==> src/sv/drs_pkg.sv <==
// Shared constants and types for the disk request scheduler.
// Holds request, status, policy and register codes and the controller state type.
// No dependencies.
package drs_pkg;

    localparam int TAG_BITS        = 8;
    localparam int AGE_BITS        = 32;
    localparam int STEP_BITS       = 40;
    localparam int STATUS_BITS     = 3;
    localparam int COUNT_OUT_BITS  = 5;
    localparam int POLICY_BITS     = 2;

    // Request types.
    localparam logic [1:0] REQ_ENQUEUE  = 2'd0;
    localparam logic [1:0] REQ_DISPATCH = 2'd1;
    localparam logic [1:0] REQ_COMPLETE = 2'd2;

    // Result status codes.
    localparam logic [STATUS_BITS-1:0] ST_ACCEPTED   = 3'd0;
    localparam logic [STATUS_BITS-1:0] ST_FULL       = 3'd1;
    localparam logic [STATUS_BITS-1:0] ST_DISPATCHED = 3'd2;
    localparam logic [STATUS_BITS-1:0] ST_EMPTY      = 3'd3;
    localparam logic [STATUS_BITS-1:0] ST_BUSY       = 3'd4;
    localparam logic [STATUS_BITS-1:0] ST_COMPLETED  = 3'd5;
    localparam logic [STATUS_BITS-1:0] ST_ERROR      = 3'd6;

    // Selection policies.
    localparam logic [POLICY_BITS-1:0] POL_FCFS  = 2'd0;
    localparam logic [POLICY_BITS-1:0] POL_SSTF  = 2'd1;
    localparam logic [POLICY_BITS-1:0] POL_CSCAN = 2'd2;

    // Configuration register indexes.
    localparam logic CFG_POLICY     = 1'b0;
    localparam logic CFG_NUM_BLOCKS = 1'b1;

    // One table read issued toward the selector.
    typedef struct packed {
        logic go;
        logic occupied;
    } drs_issue_t;

    typedef enum logic [4:0] {
        S_IDLE  = 5'b00001,
        S_FREE  = 5'b00010,
        S_SCAN  = 5'b00100,
        S_DRAIN = 5'b01000,
        S_DONE  = 5'b10000
    } drs_state_t;

endpackage

==> src/sv/disk_request_scheduler_top.sv <==
// Refused requests and completions go straight to the result register; an accepted enqueue
// first searches for the lowest free slot, and a dispatch scans every table entry and waits
// for the selector to drain before it delivers its beat.
// Throughput: one request at a time; a dispatch is bounded by the table scan through the
// single read port of the entry RAM, one entry per cycle.
// Reset: asynchronous, active low; clears the valid bits, counters, head and step total.
// The entry RAM holds no reset state and needs no clearing pass.
module disk_request_scheduler_top
    import drs_pkg::*;
#(
    parameter int QUEUE_DEPTH = 16,
    parameter int BLOCK_BITS  = 16
)
(
    input  logic                      clk,
    input  logic                      rst_n,
    input  logic                      cfg_en,
    input  logic                      cfg_index,
    input  logic [BLOCK_BITS:0]       cfg_data,
    input  logic                      in_valid,
    output logic                      in_stall,
    input  logic [1:0]                req_type,
    input  logic [BLOCK_BITS-1:0]     req_block,
    input  logic                      req_write,
    input  logic [TAG_BITS-1:0]       req_tag,
    output logic                      out_valid,
    input  logic                      out_stall,
    output logic [STATUS_BITS-1:0]    status,
    output logic [BLOCK_BITS-1:0]     grant_block,
    output logic                      grant_write,
    output logic [TAG_BITS-1:0]       grant_tag,
    output logic [BLOCK_BITS-1:0]     cur_head,
    output logic [STEP_BITS-1:0]      seek_total,
    output logic [COUNT_OUT_BITS-1:0] pending_count
);

    localparam int SLOT_W  = $clog2(QUEUE_DEPTH);
    localparam int CNT_W   = $clog2(QUEUE_DEPTH + 1);
    localparam int ENTRY_W = BLOCK_BITS + TAG_BITS + AGE_BITS + 1;

    drs_state_t state_reg, state_next;
    logic [SLOT_W-1:0]      idx_reg, idx_next;
    logic [QUEUE_DEPTH-1:0] valid_reg, valid_next;
    logic [CNT_W-1:0]       count_reg, count_next;
    logic [AGE_BITS-1:0]    arrival_reg, arrival_next;
    logic                   busy_reg, busy_next;
    logic [BLOCK_BITS-1:0]  head_reg, head_next;
    logic [STEP_BITS-1:0]   steps_reg, steps_next;
    logic [POLICY_BITS-1:0] policy_reg, policy_next;
    logic [BLOCK_BITS:0]    nblocks_reg, nblocks_next;
    logic                   out_valid_reg, out_valid_next;

    logic [BLOCK_BITS-1:0]  item_block_reg, item_block_next;
    logic                   item_write_reg, item_write_next;
    logic [TAG_BITS-1:0]    item_tag_reg, item_tag_next;
    logic [BLOCK_BITS-1:0]  svc_block_reg, svc_block_next;
    logic                   svc_write_reg, svc_write_next;
    logic [TAG_BITS-1:0]    svc_tag_reg, svc_tag_next;
    logic [STATUS_BITS-1:0] res_status_reg, res_status_next;
    logic [BLOCK_BITS-1:0]  res_block_reg, res_block_next;
    logic                   res_write_reg, res_write_next;
    logic [TAG_BITS-1:0]    res_tag_reg, res_tag_next;

    logic [STATUS_BITS-1:0]    out_status_reg, out_status_next;
    logic [BLOCK_BITS-1:0]     out_block_reg, out_block_next;
    logic                      out_write_reg, out_write_next;
    logic [TAG_BITS-1:0]       out_tag_reg, out_tag_next;
    logic [BLOCK_BITS-1:0]     out_head_reg, out_head_next;
    logic [STEP_BITS-1:0]      out_steps_reg, out_steps_next;
    logic [COUNT_OUT_BITS-1:0] out_count_reg, out_count_next;

    logic                  accept;
    logic [BLOCK_BITS-1:0] travel;
    logic [STEP_BITS:0]    step_sum;
    logic [CNT_W+COUNT_OUT_BITS-1:0] count_ext;

    logic                  ram_we;
    logic                  ram_re;
    logic [ENTRY_W-1:0]    ram_wdata;
    logic [ENTRY_W-1:0]    ram_rdata;

    logic                  sel_start;
    drs_issue_t            sel_issue;
    logic                  sel_busy;
    logic                  sel_found;
    logic [SLOT_W-1:0]     sel_slot;
    logic [BLOCK_BITS-1:0] sel_block;
    logic                  sel_write;
    logic [TAG_BITS-1:0]   sel_tag;

    assign in_stall  = (state_reg != S_IDLE);
    assign accept    = in_valid && (state_reg == S_IDLE);
    assign ram_we    = (state_reg == S_FREE) && !valid_reg[idx_reg];
    assign ram_re    = (state_reg == S_SCAN);
    assign ram_wdata = {arrival_reg, item_tag_reg, item_write_reg, item_block_reg};

    assign sel_issue.go       = (state_reg == S_SCAN);
    assign sel_issue.occupied = valid_reg[idx_reg];

    drs_ram #(
        .WIDTH (ENTRY_W),
        .DEPTH (QUEUE_DEPTH)
    ) u_table (
        .clk   (clk),
        .we    (ram_we),
        .waddr (idx_reg),
        .wdata (ram_wdata),
        .re    (ram_re),
        .raddr (idx_reg),
        .rdata (ram_rdata)
    );

    drs_select #(
        .QUEUE_DEPTH (QUEUE_DEPTH),
        .BLOCK_BITS  (BLOCK_BITS)
    ) u_select (
        .clk        (clk),
        .rst_n      (rst_n),
        .start      (sel_start),
        .issue      (sel_issue),
        .issue_slot (idx_reg),
        .rdata      (ram_rdata),
        .head       (head_reg),
        .policy     (policy_reg),
        .arrival    (arrival_reg),
        .busy       (sel_busy),
        .found      (sel_found),
        .best_slot  (sel_slot),
        .best_block (sel_block),
        .best_write (sel_write),
        .best_tag   (sel_tag)
    );

    always_comb
    begin
        travel    = (head_reg > svc_block_reg) ? (head_reg - svc_block_reg)
                                               : (svc_block_reg - head_reg);
        step_sum  = {1'b0, steps_reg} + (STEP_BITS+1)'(travel);
        count_ext = (CNT_W+COUNT_OUT_BITS)'(count_reg);
    end

    always_comb
    begin
        state_next      = state_reg;
        idx_next        = idx_reg;
        valid_next      = valid_reg;
        count_next      = count_reg;
        arrival_next    = arrival_reg;
        busy_next       = busy_reg;
        head_next       = head_reg;
        steps_next      = steps_reg;
        item_block_next = item_block_reg;
        item_write_next = item_write_reg;
        item_tag_next   = item_tag_reg;
        svc_block_next  = svc_block_reg;
        svc_write_next  = svc_write_reg;
        svc_tag_next    = svc_tag_reg;
        res_status_next = res_status_reg;
        res_block_next  = res_block_reg;
        res_write_next  = res_write_reg;
        res_tag_next    = res_tag_reg;
        out_valid_next  = out_valid_reg && out_stall;
        out_status_next = out_status_reg;
        out_block_next  = out_block_reg;
        out_write_next  = out_write_reg;
        out_tag_next    = out_tag_reg;
        out_head_next   = out_head_reg;
        out_steps_next  = out_steps_reg;
        out_count_next  = out_count_reg;
        sel_start       = 1'b0;

        policy_next  = policy_reg;
        nblocks_next = nblocks_reg;
        if (cfg_en)
        begin
            unique case (cfg_index)
                CFG_POLICY:     policy_next  = cfg_data[POLICY_BITS-1:0];
                CFG_NUM_BLOCKS: nblocks_next = cfg_data;
                default:        policy_next  = policy_reg;
            endcase
        end

        unique case (state_reg)
            S_IDLE:
            begin
                if (accept)
                begin
                    item_block_next = req_block;
                    item_write_next = req_write;
                    item_tag_next   = req_tag;
                    res_block_next  = '0;
                    res_write_next  = 1'b0;
                    res_tag_next    = '0;
                    res_status_next = ST_ERROR;
                    idx_next        = '0;
                    state_next      = S_DONE;
                    priority case (req_type)
                        REQ_ENQUEUE:
                        begin
                            // The range check wins over the full check.
                            if ({1'b0, req_block} >= nblocks_reg)
                            begin
                                res_status_next = ST_ERROR;
                            end
                            else if (count_reg == CNT_W'(QUEUE_DEPTH))
                            begin
                                res_status_next = ST_FULL;
                            end
                            else
                            begin
                                state_next = S_FREE;
                            end
                        end
                        REQ_DISPATCH:
                        begin
                            if (busy_reg)
                            begin
                                res_status_next = ST_BUSY;
                            end
                            else if (count_reg == '0)
                            begin
                                res_status_next = ST_EMPTY;
                            end
                            else
                            begin
                                sel_start  = 1'b1;
                                state_next = S_SCAN;
                            end
                        end
                        REQ_COMPLETE:
                        begin
                            if (busy_reg)
                            begin
                                steps_next      = step_sum[STEP_BITS] ? '1
                                                  : step_sum[STEP_BITS-1:0];
                                head_next       = svc_block_reg;
                                busy_next       = 1'b0;
                                res_status_next = ST_COMPLETED;
                                res_block_next  = svc_block_reg;
                                res_write_next  = svc_write_reg;
                                res_tag_next    = svc_tag_reg;
                            end
                        end
                        default:
                        begin
                            res_status_next = ST_ERROR;
                        end
                    endcase
                end
            end
            S_FREE:
            begin
                if (!valid_reg[idx_reg])
                begin
                    valid_next[idx_reg] = 1'b1;
                    count_next          = count_reg + 1'b1;
                    arrival_next        = arrival_reg + 1'b1;
                    res_status_next     = ST_ACCEPTED;
                    state_next          = S_DONE;
                end
                else
                begin
                    idx_next = idx_reg + 1'b1;
                end
            end
            S_SCAN:
            begin
                if (idx_reg == SLOT_W'(QUEUE_DEPTH - 1))
                begin
                    state_next = S_DRAIN;
                end
                else
                begin
                    idx_next = idx_reg + 1'b1;
                end
            end
            S_DRAIN:
            begin
                if (!sel_busy)
                begin
                    valid_next[sel_slot] = 1'b0;
                    count_next           = count_reg - 1'b1;
                    busy_next            = 1'b1;
                    svc_block_next       = sel_block;
                    svc_write_next       = sel_write;
                    svc_tag_next         = sel_tag;
                    res_status_next      = ST_DISPATCHED;
                    res_block_next       = sel_block;
                    res_write_next       = sel_write;
                    res_tag_next         = sel_tag;
                    state_next           = S_DONE;
                end
            end
            S_DONE:
            begin
                // The output register frees up in the same cycle its beat is taken.
                if (!out_valid_reg || !out_stall)
                begin
                    out_valid_next  = 1'b1;
                    out_status_next = res_status_reg;
                    out_block_next  = res_block_reg;
                    out_write_next  = res_write_reg;
                    out_tag_next    = res_tag_reg;
                    out_head_next   = head_reg;
                    out_steps_next  = steps_reg;
                    out_count_next  = count_ext[COUNT_OUT_BITS-1:0];
                    state_next      = S_IDLE;
                end
            end
            default:
            begin
                state_next = S_IDLE;
            end
        endcase
    end

    always_ff @(posedge clk or negedge rst_n)
    begin
        if (!rst_n)
        begin
            state_reg     <= S_IDLE;
            idx_reg       <= '0;
            valid_reg     <= '0;
            count_reg     <= '0;
            arrival_reg   <= '0;
            busy_reg      <= 1'b0;
            head_reg      <= '0;
            steps_reg     <= '0;
            policy_reg    <= POL_CSCAN;
            nblocks_reg   <= {1'b1, {BLOCK_BITS{1'b0}}};
            out_valid_reg <= 1'b0;
        end
        else
        begin
            state_reg     <= state_next;
            idx_reg       <= idx_next;
            valid_reg     <= valid_next;
            count_reg     <= count_next;
            arrival_reg   <= arrival_next;
            busy_reg      <= busy_next;
            head_reg      <= head_next;
            steps_reg     <= steps_next;
            policy_reg    <= policy_next;
            nblocks_reg   <= nblocks_next;
            out_valid_reg <= out_valid_next;
        end
    end

    always_ff @(posedge clk)
    begin
        item_block_reg <= item_block_next;
        item_write_reg <= item_write_next;
        item_tag_reg   <= item_tag_next;
        svc_block_reg  <= svc_block_next;
        svc_write_reg  <= svc_write_next;
        svc_tag_reg    <= svc_tag_next;
        res_status_reg <= res_status_next;
        res_block_reg  <= res_block_next;
        res_write_reg  <= res_write_next;
        res_tag_reg    <= res_tag_next;
        out_status_reg <= out_status_next;
        out_block_reg  <= out_block_next;
        out_write_reg  <= out_write_next;
        out_tag_reg    <= out_tag_next;
        out_head_reg   <= out_head_next;
        out_steps_reg  <= out_steps_next;
        out_count_reg  <= out_count_next;
    end

    assign out_valid     = out_valid_reg;
    assign status        = out_status_reg;
    assign grant_block   = out_block_reg;
    assign grant_write   = out_write_reg;
    assign grant_tag     = out_tag_reg;
    assign cur_head      = out_head_reg;
    assign seek_total    = out_steps_reg;
    assign pending_count = out_count_reg;

`ifndef SYNTHESIS
    a_count_matches_valid: assert property (@(posedge clk) disable iff (!rst_n)
        count_reg == CNT_W'($countones(valid_reg)))
        else $error("pending count differs from the number of valid entries");

    a_free_scan_not_full: assert property (@(posedge clk) disable iff (!rst_n)
        (state_reg == S_FREE) |-> (count_reg < CNT_W'(QUEUE_DEPTH)))
        else $error("free slot search started on a full table");

    a_drain_has_winner: assert property (@(posedge clk) disable iff (!rst_n)
        (state_reg == S_DRAIN && !sel_busy) |-> sel_found)
        else $error("dispatch scan ended without a candidate");

    a_busy_dispatch_refused: assert property (@(posedge clk) disable iff (!rst_n)
        (accept && req_type == REQ_DISPATCH && busy_reg)
        |=> (state_reg == S_DONE && res_status_reg == ST_BUSY))
        else $error("dispatch while busy was not refused");
`endif

endmodule

==> src/sv/drs_ram.sv <==
// Generic single-write, single-read synchronous RAM with registered read data.
// No dependencies.
module drs_ram
#(
    parameter int WIDTH = 8,
    parameter int DEPTH = 16
)
(
    input  logic                     clk,
    input  logic                     we,
    input  logic [$clog2(DEPTH)-1:0] waddr,
    input  logic [WIDTH-1:0]         wdata,
    input  logic                     re,
    input  logic [$clog2(DEPTH)-1:0] raddr,
    output logic [WIDTH-1:0]         rdata
);

    logic [WIDTH-1:0] mem [DEPTH];
    logic [WIDTH-1:0] rdata_reg;

    always_ff @(posedge clk)
    begin
        if (we)
        begin
            mem[waddr] <= wdata;
        end
        if (re)
        begin
            rdata_reg <= mem[raddr];
        end
    end

    assign rdata = rdata_reg;

endmodule

==> src/sv/drs_select.sv <==
// Selection pipeline: turns a stream of table entries into the best candidate.
// Depends on drs_pkg; fed by the entry table RAM read port.
module drs_select
    import drs_pkg::*;
#(
    parameter int QUEUE_DEPTH = 16,
    parameter int BLOCK_BITS  = 16
)
(
    input  logic                                      clk,
    input  logic                                      rst_n,
    input  logic                                      start,
    input  drs_issue_t                                issue,
    input  logic [$clog2(QUEUE_DEPTH)-1:0]            issue_slot,
    input  logic [BLOCK_BITS+TAG_BITS+AGE_BITS:0]     rdata,
    input  logic [BLOCK_BITS-1:0]                     head,
    input  logic [POLICY_BITS-1:0]                    policy,
    input  logic [AGE_BITS-1:0]                       arrival,
    output logic                                      busy,
    output logic                                      found,
    output logic [$clog2(QUEUE_DEPTH)-1:0]            best_slot,
    output logic [BLOCK_BITS-1:0]                     best_block,
    output logic                                      best_write,
    output logic [TAG_BITS-1:0]                       best_tag
);

    localparam int SLOT_W = $clog2(QUEUE_DEPTH);
    localparam int PRIM_W = BLOCK_BITS + 1;

    // Stage A: aligned with the RAM read data.
    drs_issue_t        a_issue_reg;
    logic [SLOT_W-1:0] a_slot_reg;

    // Stage B: keys of one occupied entry.
    logic                  b_vld_reg;
    logic [PRIM_W-1:0]     b_prim_reg;
    logic [AGE_BITS-1:0]   b_back_reg;
    logic [SLOT_W-1:0]     b_slot_reg;
    logic [BLOCK_BITS-1:0] b_block_reg;
    logic                  b_write_reg;
    logic [TAG_BITS-1:0]   b_tag_reg;

    // Best candidate so far.
    logic                  found_reg;
    logic                  found_next;
    logic [PRIM_W-1:0]     best_prim_reg;
    logic [AGE_BITS-1:0]   best_back_reg;
    logic [SLOT_W-1:0]     best_slot_reg;
    logic [BLOCK_BITS-1:0] best_block_reg;
    logic                  best_write_reg;
    logic [TAG_BITS-1:0]   best_tag_reg;

    logic [BLOCK_BITS-1:0] rd_block;
    logic                  rd_write;
    logic [TAG_BITS-1:0]   rd_tag;
    logic [AGE_BITS-1:0]   rd_age;
    logic [BLOCK_BITS-1:0] seek;
    logic                  above;
    logic [PRIM_W-1:0]     prim;
    logic [AGE_BITS-1:0]   back;
    logic                  key_vld;
    logic                  better;

    always_comb
    begin
        rd_block = rdata[BLOCK_BITS-1:0];
        rd_write = rdata[BLOCK_BITS];
        rd_tag   = rdata[BLOCK_BITS+1 +: TAG_BITS];
        rd_age   = rdata[BLOCK_BITS+1+TAG_BITS +: AGE_BITS];
        above    = rd_block > head;
        seek     = above ? (rd_block - head) : (head - rd_block);
        // Age is measured back from the arrival counter so it survives wrap.
        back     = arrival - rd_age;
        key_vld  = a_issue_reg.go && a_issue_reg.occupied;
        // Circular scan ranks blocks above the head first, then by block number.
        unique case (policy)
            POL_SSTF:  prim = {1'b0, seek};
            POL_CSCAN: prim = {~above, rd_block};
            default:   prim = '0;
        endcase
    end

    always_comb
    begin
        better = !found_reg || (b_prim_reg < best_prim_reg) ||
                 ((b_prim_reg == best_prim_reg) && (b_back_reg > best_back_reg));
        found_next = found_reg;
        if (start)
        begin
            found_next = 1'b0;
        end
        else if (b_vld_reg)
        begin
            found_next = 1'b1;
        end
    end

    always_ff @(posedge clk or negedge rst_n)
    begin
        if (!rst_n)
        begin
            a_issue_reg <= '0;
            b_vld_reg   <= 1'b0;
            found_reg   <= 1'b0;
        end
        else
        begin
            a_issue_reg <= issue;
            b_vld_reg   <= key_vld;
            found_reg   <= found_next;
        end
    end

    always_ff @(posedge clk)
    begin
        a_slot_reg  <= issue_slot;
        b_prim_reg  <= prim;
        b_back_reg  <= back;
        b_slot_reg  <= a_slot_reg;
        b_block_reg <= rd_block;
        b_write_reg <= rd_write;
        b_tag_reg   <= rd_tag;
        if (b_vld_reg && better)
        begin
            best_prim_reg  <= b_prim_reg;
            best_back_reg  <= b_back_reg;
            best_slot_reg  <= b_slot_reg;
            best_block_reg <= b_block_reg;
            best_write_reg <= b_write_reg;
            best_tag_reg   <= b_tag_reg;
        end
    end

    assign busy       = a_issue_reg.go || b_vld_reg;
    assign found      = found_reg;
    assign best_slot  = best_slot_reg;
    assign best_block = best_block_reg;
    assign best_write = best_write_reg;
    assign best_tag   = best_tag_reg;

endmodule

==> config.mk <==
export PLATFORM = sky130hd
export DESIGN_NAME = disk_request_scheduler_top
export DESIGN_NICKNAME = d
export VERILOG_FILES = /design/src/sv/drs_pkg.sv /design/src/sv/disk_request_scheduler_top.sv /design/src/sv/drs_ram.sv /design/src/sv/drs_select.sv
export SDC_FILE = /design/constraint.sdc
export NUM_CORES = 2
export LEC_CHECK = 0
export BUFFER_PORTS_ARGS = -buffer_cell sky130_fd_sc_hd__clkbuf_2
export CORE_MARGIN = 10
export CORE_UTILIZATION = 60
export CTS_CLUSTER_SIZE = 28
export DETAILED_ROUTE_END_ITERATION = 16
export GPL_TIMING_DRIVEN = 0
export PLACE_DENSITY = 0.81
export SLEW_MARGIN = 5
export SYNTH_ARGS = -nofsm -noshare
export SYNTH_HDL_FRONTEND = slang
export SYNTH_HIERARCHICAL = 1
export SYNTH_SLANG_ARGS = --single-unit
export TNS_END_PERCENT = 20
==> constraint.sdc <==
create_clock -name clk -period 9.6 [get_ports clk]
set_input_delay 1.44 -clock clk [delete_from_list [all_inputs] [get_ports clk]]
set_output_delay 1.44 -clock clk [all_outputs]
set_load 0.005 [all_outputs]
Word level (Yosys, flattened, before mapping):

Memories as Yosys holds them, arrays and structs flattened. A register that Yosys moved wholly into a read port is not among the register bits.
Index checks and enable logic that the tools add are counted.

* add/sub/neg operators: 10
* $lt $le $gt $ge: 9
* eq/ne operators: 21
* mux-type cells: 71
* bitwise gates (word level): 7
* reductions and logical operators: 36

Operator list (count)
* two-way mux 16 bit: 8
* one-hot mux 16 bit (2 select lines): 2
* subtractor 16 bit: 4
* two-way mux 5 bit: 11
* adder 40 x 16 -> 41 bit: 1
* two-way mux 40 bit: 1
* one-hot mux 17 bit (2 select lines): 1
* adder 32 x 1 -> 32 bit, second input constant: 1
* greater-than comparator 16 bit: 2
* greater-than comparator 32 bit: 1
* two-way mux 8 bit: 4
* subtractor 32 bit: 1
* one-hot mux 5 bit (5 select lines): 1
* two-way mux 1 bit: 21
* two-way mux 3 bit: 7
* one-hot mux 5 bit (2 select lines): 2
* one-hot mux 3 bit (3 select lines): 2
* == test 17 bit: 1
* greater-or-equal comparator 16 x 17 -> 1 bit: 1
* < comparator 17 bit: 1
* bitwise AND 16 bit: 1
* NOT 16 bit: 1
* OR 16 bit: 1
* one-hot mux 8 bit (2 select lines): 1
* other kinds (34): 77

* register bits: 470
* bits in writable memories: 912
* bits of input ports: 50
* logic and storage cells: 200
* memories kept: 1

Memories
* u_table.mem: depth 16, width 57, rd ports 1, clocked after Yosys merged registers in 1, write ports 1, line drs_ram.sv:18 `logic [WIDTH-1:0] mem [DEPTH];`

Logic depth before layout (Yosys ltp):

* word-level depth: 8
* depth in mapped cells: 21
* gate-level depth less buffers: 19

By module:

Netlist, hierarchy kept.

Modules (own cells, without submodules)
* drs_ram: instances 1, cells an instance 1470, area an instance 35824.4 µm², seq. area each 29097.9 µm²
* disk_request_scheduler_top: instances 1, cells an instance 1279, area an instance 14752.9 µm², seq. area each 8496.9 µm²
* drs_select: instances 1, cells an instance 866, area an instance 8889.8 µm², seq. area each 4083.9 µm²

Least setup slack after synthesis:

OpenSTA, ideal clock, no wires.

* path kind: flip-flop to flip-flop
* from: register u_select.best_back_reg[1]
* to: register u_select.best_back_reg[0], enable pin
* arrival time: 6.783 ns
* required time: 8.978 ns
* path slack: 2.195 ns
* stages on the path, launching flop included: 12
* cells stage by stage: edfxtp_1 inv_1 ha_1 nor2b_1 o21ai_0 nand2b_1 a21oi_1 o21ai_0 a221oi_1 o21ai_0 a221oi_1 o21ai_0

* cells in the longest elaborated chain, start to end: 4

RTL lines
* start, declared: line drs_select.sv:47 `logic [AGE_BITS-1:0] best_back_reg;`
* start signal, assigned: line drs_select.sv:126 `best_back_reg <= b_back_reg;`
* greater-than comparator 32 bit: line drs_select.sv:86 `((b_prim_reg == best_prim_reg) && (b_back_reg > best_back_reg));`
* logical AND 1 bit: line drs_select.sv:86
* logical OR 1 bit: line drs_select.sv:85 `better = !found_reg || (b_prim_reg < best_prim_reg) ||`
* logical AND 1 bit: line drs_select.sv:123 `if (b_vld_reg && better)`

No other way between the ends.
A chain may end at the register's enable or synchronous reset.

Final worst setup path:

* from: register head_reg[8]
* to: register steps_reg[22]

* cells in the longest elaborated chain, start to end: 4

RTL lines
* start, declared: line disk_request_scheduler_top.sv:47 `logic [BLOCK_BITS-1:0] head_reg, head_next;`
* start signal, assigned: line disk_request_scheduler_top.sv:341 `head_reg <= head_next;`
* subtractor 16 bit (tied with other cells): line disk_request_scheduler_top.sv:137 `: (svc_block_reg - head_reg);`
* two-way mux 16 bit *: line disk_request_scheduler_top.sv:136 `travel = (head_reg > svc_block_reg) ? (head_reg - svc_block_reg)`
* adder 40 x 16 -> 41 bit *: line disk_request_scheduler_top.sv:138 `step_sum = {1'b0, steps_reg} + (STEP_BITS+1)'(travel);`
* two-way mux 40 bit *: line disk_request_scheduler_top.sv:234 `steps_next = step_sum[STEP_BITS] ? '1`
* end signal, assigned: line disk_request_scheduler_top.sv:342 `steps_reg <= steps_next;`
* end, declared: line disk_request_scheduler_top.sv:48 `logic [STEP_BITS-1:0] steps_reg, steps_next;`

Mark *: on every way between the ends. The rest lies on a longest branch, timed or not.

==> flow_metrics.py <==
metrics = {
    "run_status": {
        "outcome": "finished, final reports clean",
    },
    "synthesis": {
        "synthDistinctLibCells": 98,
        "syn_area_um2": 59500,
        "synth.most_common_cell": "edfxtp_1",
        "ys_warn_count": 6,
        "async_flop_share": 0.0994,
        "ys_ff_latch": 1439,
        "synth_flop_cell": "edfxtp_1",
        "seq_area_frac_synth": 0.701,
        "synthTopCellsByArea": "edfxtp_1 (61%), mux4_2 (8.8%), dfrtp_1 (5.9%)",
        "synth_fp_nets": 3856,
        "yosysTopAreaCell": "edfxtp_1",
        "synth_cells": 3615,
        "synth_edf_count": 1214,
        "synthTopCellsByCount": "edfxtp_1 (1214), nand2_1 (256), mux4_2 (232)",
        "yosysTopAreaCellShare": 0.613,
        "syn_avg_cell_area_um2": 16.5,
    },
    "pwr": {
        "clkPwrFrac": 0.348,
        "power.internal_mw": 11.6,
        "power_switching_mw": 4.39,
        "cellPowerDensity_nw_per_um2": 236,
        "ir_drop_mv": 0.187,
        "p_leak_nw": 25.7,
        "seqPwrFrac": 0.471,
        "pwr-share-comb": 0.181,
        "switching_share": 0.275,
    },
    "placement": {
        "placed_cells": 5115,
        "post-dp-hpwl_um": 96100,
        "portBuffers": 140,
        "post-place-ws_ns": 3.78,
        "place_congestion": 0.907,
    },
    "drt": {
        "wirelength_um": 156000,
        "drt_drc_violations_left": 0,
        "vias": 35600,
        "drtAntennaViolNets": 0,
        "viasPerCell": 6.63,
        "routedWlPerCell_um": 29.0,
        "drt_first_iter_violations": 4602,
        "dr.pass1.iters": 6,
    },
    "final_layout": {
        "finish.utilization": 0.689,
        "final_cells": 5376,
        "fill_cells": 5979,
        "area_delta_synth_final_pct": 14.0,
        "largest_reg_flops": 912,
        "drive_gt1_frac": 0.192,
        "finalNetCount": 4210,
    },
    "sta": {
        "finalHoldViolCount": 0,
        "clock.fmax_mhz": 169,
        "grt_setup_unrepaired": "false",
        "worstMarginPinSlew_ns": 1.36,
        "skew_ns": 0.0343,
        "tns_ns": 0,
        "slew_violations": 0,
        "post-route-period-util": 0.615,
        "whs_ns": 0.328,
        "fin_crit_ns": 5.90,
        "slew_headroom": 0.0964,
        "worst_slack_ns": 3.70,
        "setup_viol": 0,
    },
    "setup_path": {
        "path_class": "flop to flop",
        "cpMaxStageDelayCell": "a41oi_2",
        "cp_max_fo": 10,
        "path_buf_inv": 4,
        "path_delay_family": "compound AO/OA/AOI/OAI gates",
        "crit_required_ns": 10.23,
        "critical-path-max-stage-delay_ns": 0.58,
        "crit_chain": "inv_1 > ha_1 > clkbuf_1 > nand2_1 > nor2_1 > o211ai_1 > a41oi_2 > buf_2 > mux2i_1 > xnor2_1 > ha_1 > a211oi_1 > o211a_1 > a21o_1 > a21boi_0 > o21ai_1 > clkbuf_1 > nand2_1 > mux2_2",
        "arrival_ns": 6.54,
        "start_kind": "flop",
        "crit_path_end_kind": "flop",
    },
    "clock_tree": {
        "ctsHoldBuffers": 0,
        "cts_setup_buffers": 0,
        "cts_tree": "yes",
        "cts_sinks": 1439,
        "htree_num_levels": 4,
        "cts_buffer_depth": 3,
        "cts_root_buf": "clkbuf_16",
        "cts_resized": 0,
        "path_clk_slew_ns": 0.06,
        "numCtsBuffers": 139,
        "worst_skew_pair.late_latency_ns": 0.77,
    },
    "global_routing": {
        "grt_overflow": 0,
        "grt_pass1_vias": 36400,
        "grt_max_degree": 100,
        "antenna_found_initial": 4,
        "grt_usage": 0.278,
        "grt_first_pass_wirelength_um": 232000,
    },
    "floorplan": {
        "die_x_um": 335,
        "initial_core_util": 0.604,
        "dieArea_um2": 112000,
        "core_area_um2": 98400,
        "ioPinCount": 141,
        "rows": 115,
        "die-height_um": 335,
    },
    "flow_run": {
        "cap_violations": 0,
    },
    "worst_hold_path": {
        "holdCritPathClass": "flop to flop",
    },
}
-- power groups by stage --
stage | Combinational [mW] | Sequential (mW) | Clock, mW
floorplan | 2.06 | 7.54 | 0
global placement | 2.70 | 7.65 | 0
detailed placement | 2.81 | 7.65 | 0
CTS | 2.86 | 7.53 | 5.60
global route | 3.17 | 7.57 | 5.83
finish | 2.89 | 7.53 | 5.56
-- metal layers --
metal	wire length, um	track usage	share of wire
met5	0	0	0
met3	16300	0.0588	0.10
met1	55000	0.354	0.35
met2	76500	0.456	0.49
met4	8030	0.136	0.052
-- cell usage in the layout, fill, tap and decap left out, types with 19 or more instances in the layout --
master	synthesis	routed
o21a_1	19	19
buf_1	24	24
nand4_1	44	44
o21ai_0	87	86
nor2_1	122	109
a21oi_1	126	124
mux2i_1	21	21
xor2_1	47	47
ha_1	184	184
dfrtp_1	140	140
dfxtp_1	82	82
a21o_1	61	61
mux4_2	232	232
and3_1	24	24
nand2_1	256	256
clkbuf_2	0	139
clkinv_1	0	22
buf_4	28	42
buf_6	7	26
nor2b_1	21	21
inv_1	208	207
a22oi_1	118	118
clkbuf_16	0	146
buf_12	0	25
edfxtp_1	1214	1214
nand3_1	76	76
nor3_1	34	30
a31oi_1	32	32
mux2_2	29	29
xnor2_1	60	60
clkbuf_1	63	99
-- area by class of cell --
| class | instances | area (um^2) | area share |
|---|---|---|---|
| sequential | 1439 | 41700 | 0.615 |
| antenna | 5 | 12.5 | 0.000185 |
| timing repair buffer | 213 | 1930 | 0.0285 |
| clock inverter | 63 | 686 | 0.0101 |
| multi-input combinational | 1829 | 16500 | 0.243 |
| tap | 1287 | 1610 | 0.0238 |
| buffer | 135 | 681 | 0.0100 |
| clock buffer | 193 | 3940 | 0.0581 |
| inverter | 212 | 805 | 0.0119 |
-- through the flow --
stage               area (um^2)  power (mW)
floorplan                 59500        9.60
global placement          61800        10.4
detailed placement        63200        10.5
CTS                       67800        16.0
global route              67800        16.6
finish                    67800        16.0
-- worst paths after layout --
| path | startpoint | to | cells past startpoint | slack [ns] |
|---|---|---|---|---|
| min in group asynchronous | rst_n | nblocks_reg[0] | 1 | 0.65 |
| worst max register to register | head_reg[8] | steps_reg[22] | 19 | 3.70 |
| worst min register to register | u_select/a_slot_reg[1] | u_select/b_slot_reg[1] | 0 | 0.33 |
| worst min-delay path | u_select/a_slot_reg[1] | u_select/b_slot_reg[1] | 0 | 0.33 |
| worst max-delay path | head_reg[8] | steps_reg[22] | 19 | 3.70 |
| max in group asynchronous | rst_n | valid_reg[3] | 2 | 8.01 |
-- cell families after synthesis --
kind of cell             share of synthesized area
AO/OA/AOI/OAI                               0.0649
XOR/XNOR                                    0.0158
adder cells (fa/ha/maj)                     0.0411
buffers and inverters                       0.0249
flip-flops                                   0.701
multiplexers                                0.0977
AND/OR/NAND/NOR                             0.0548
(Power assumes the default switching activity.)
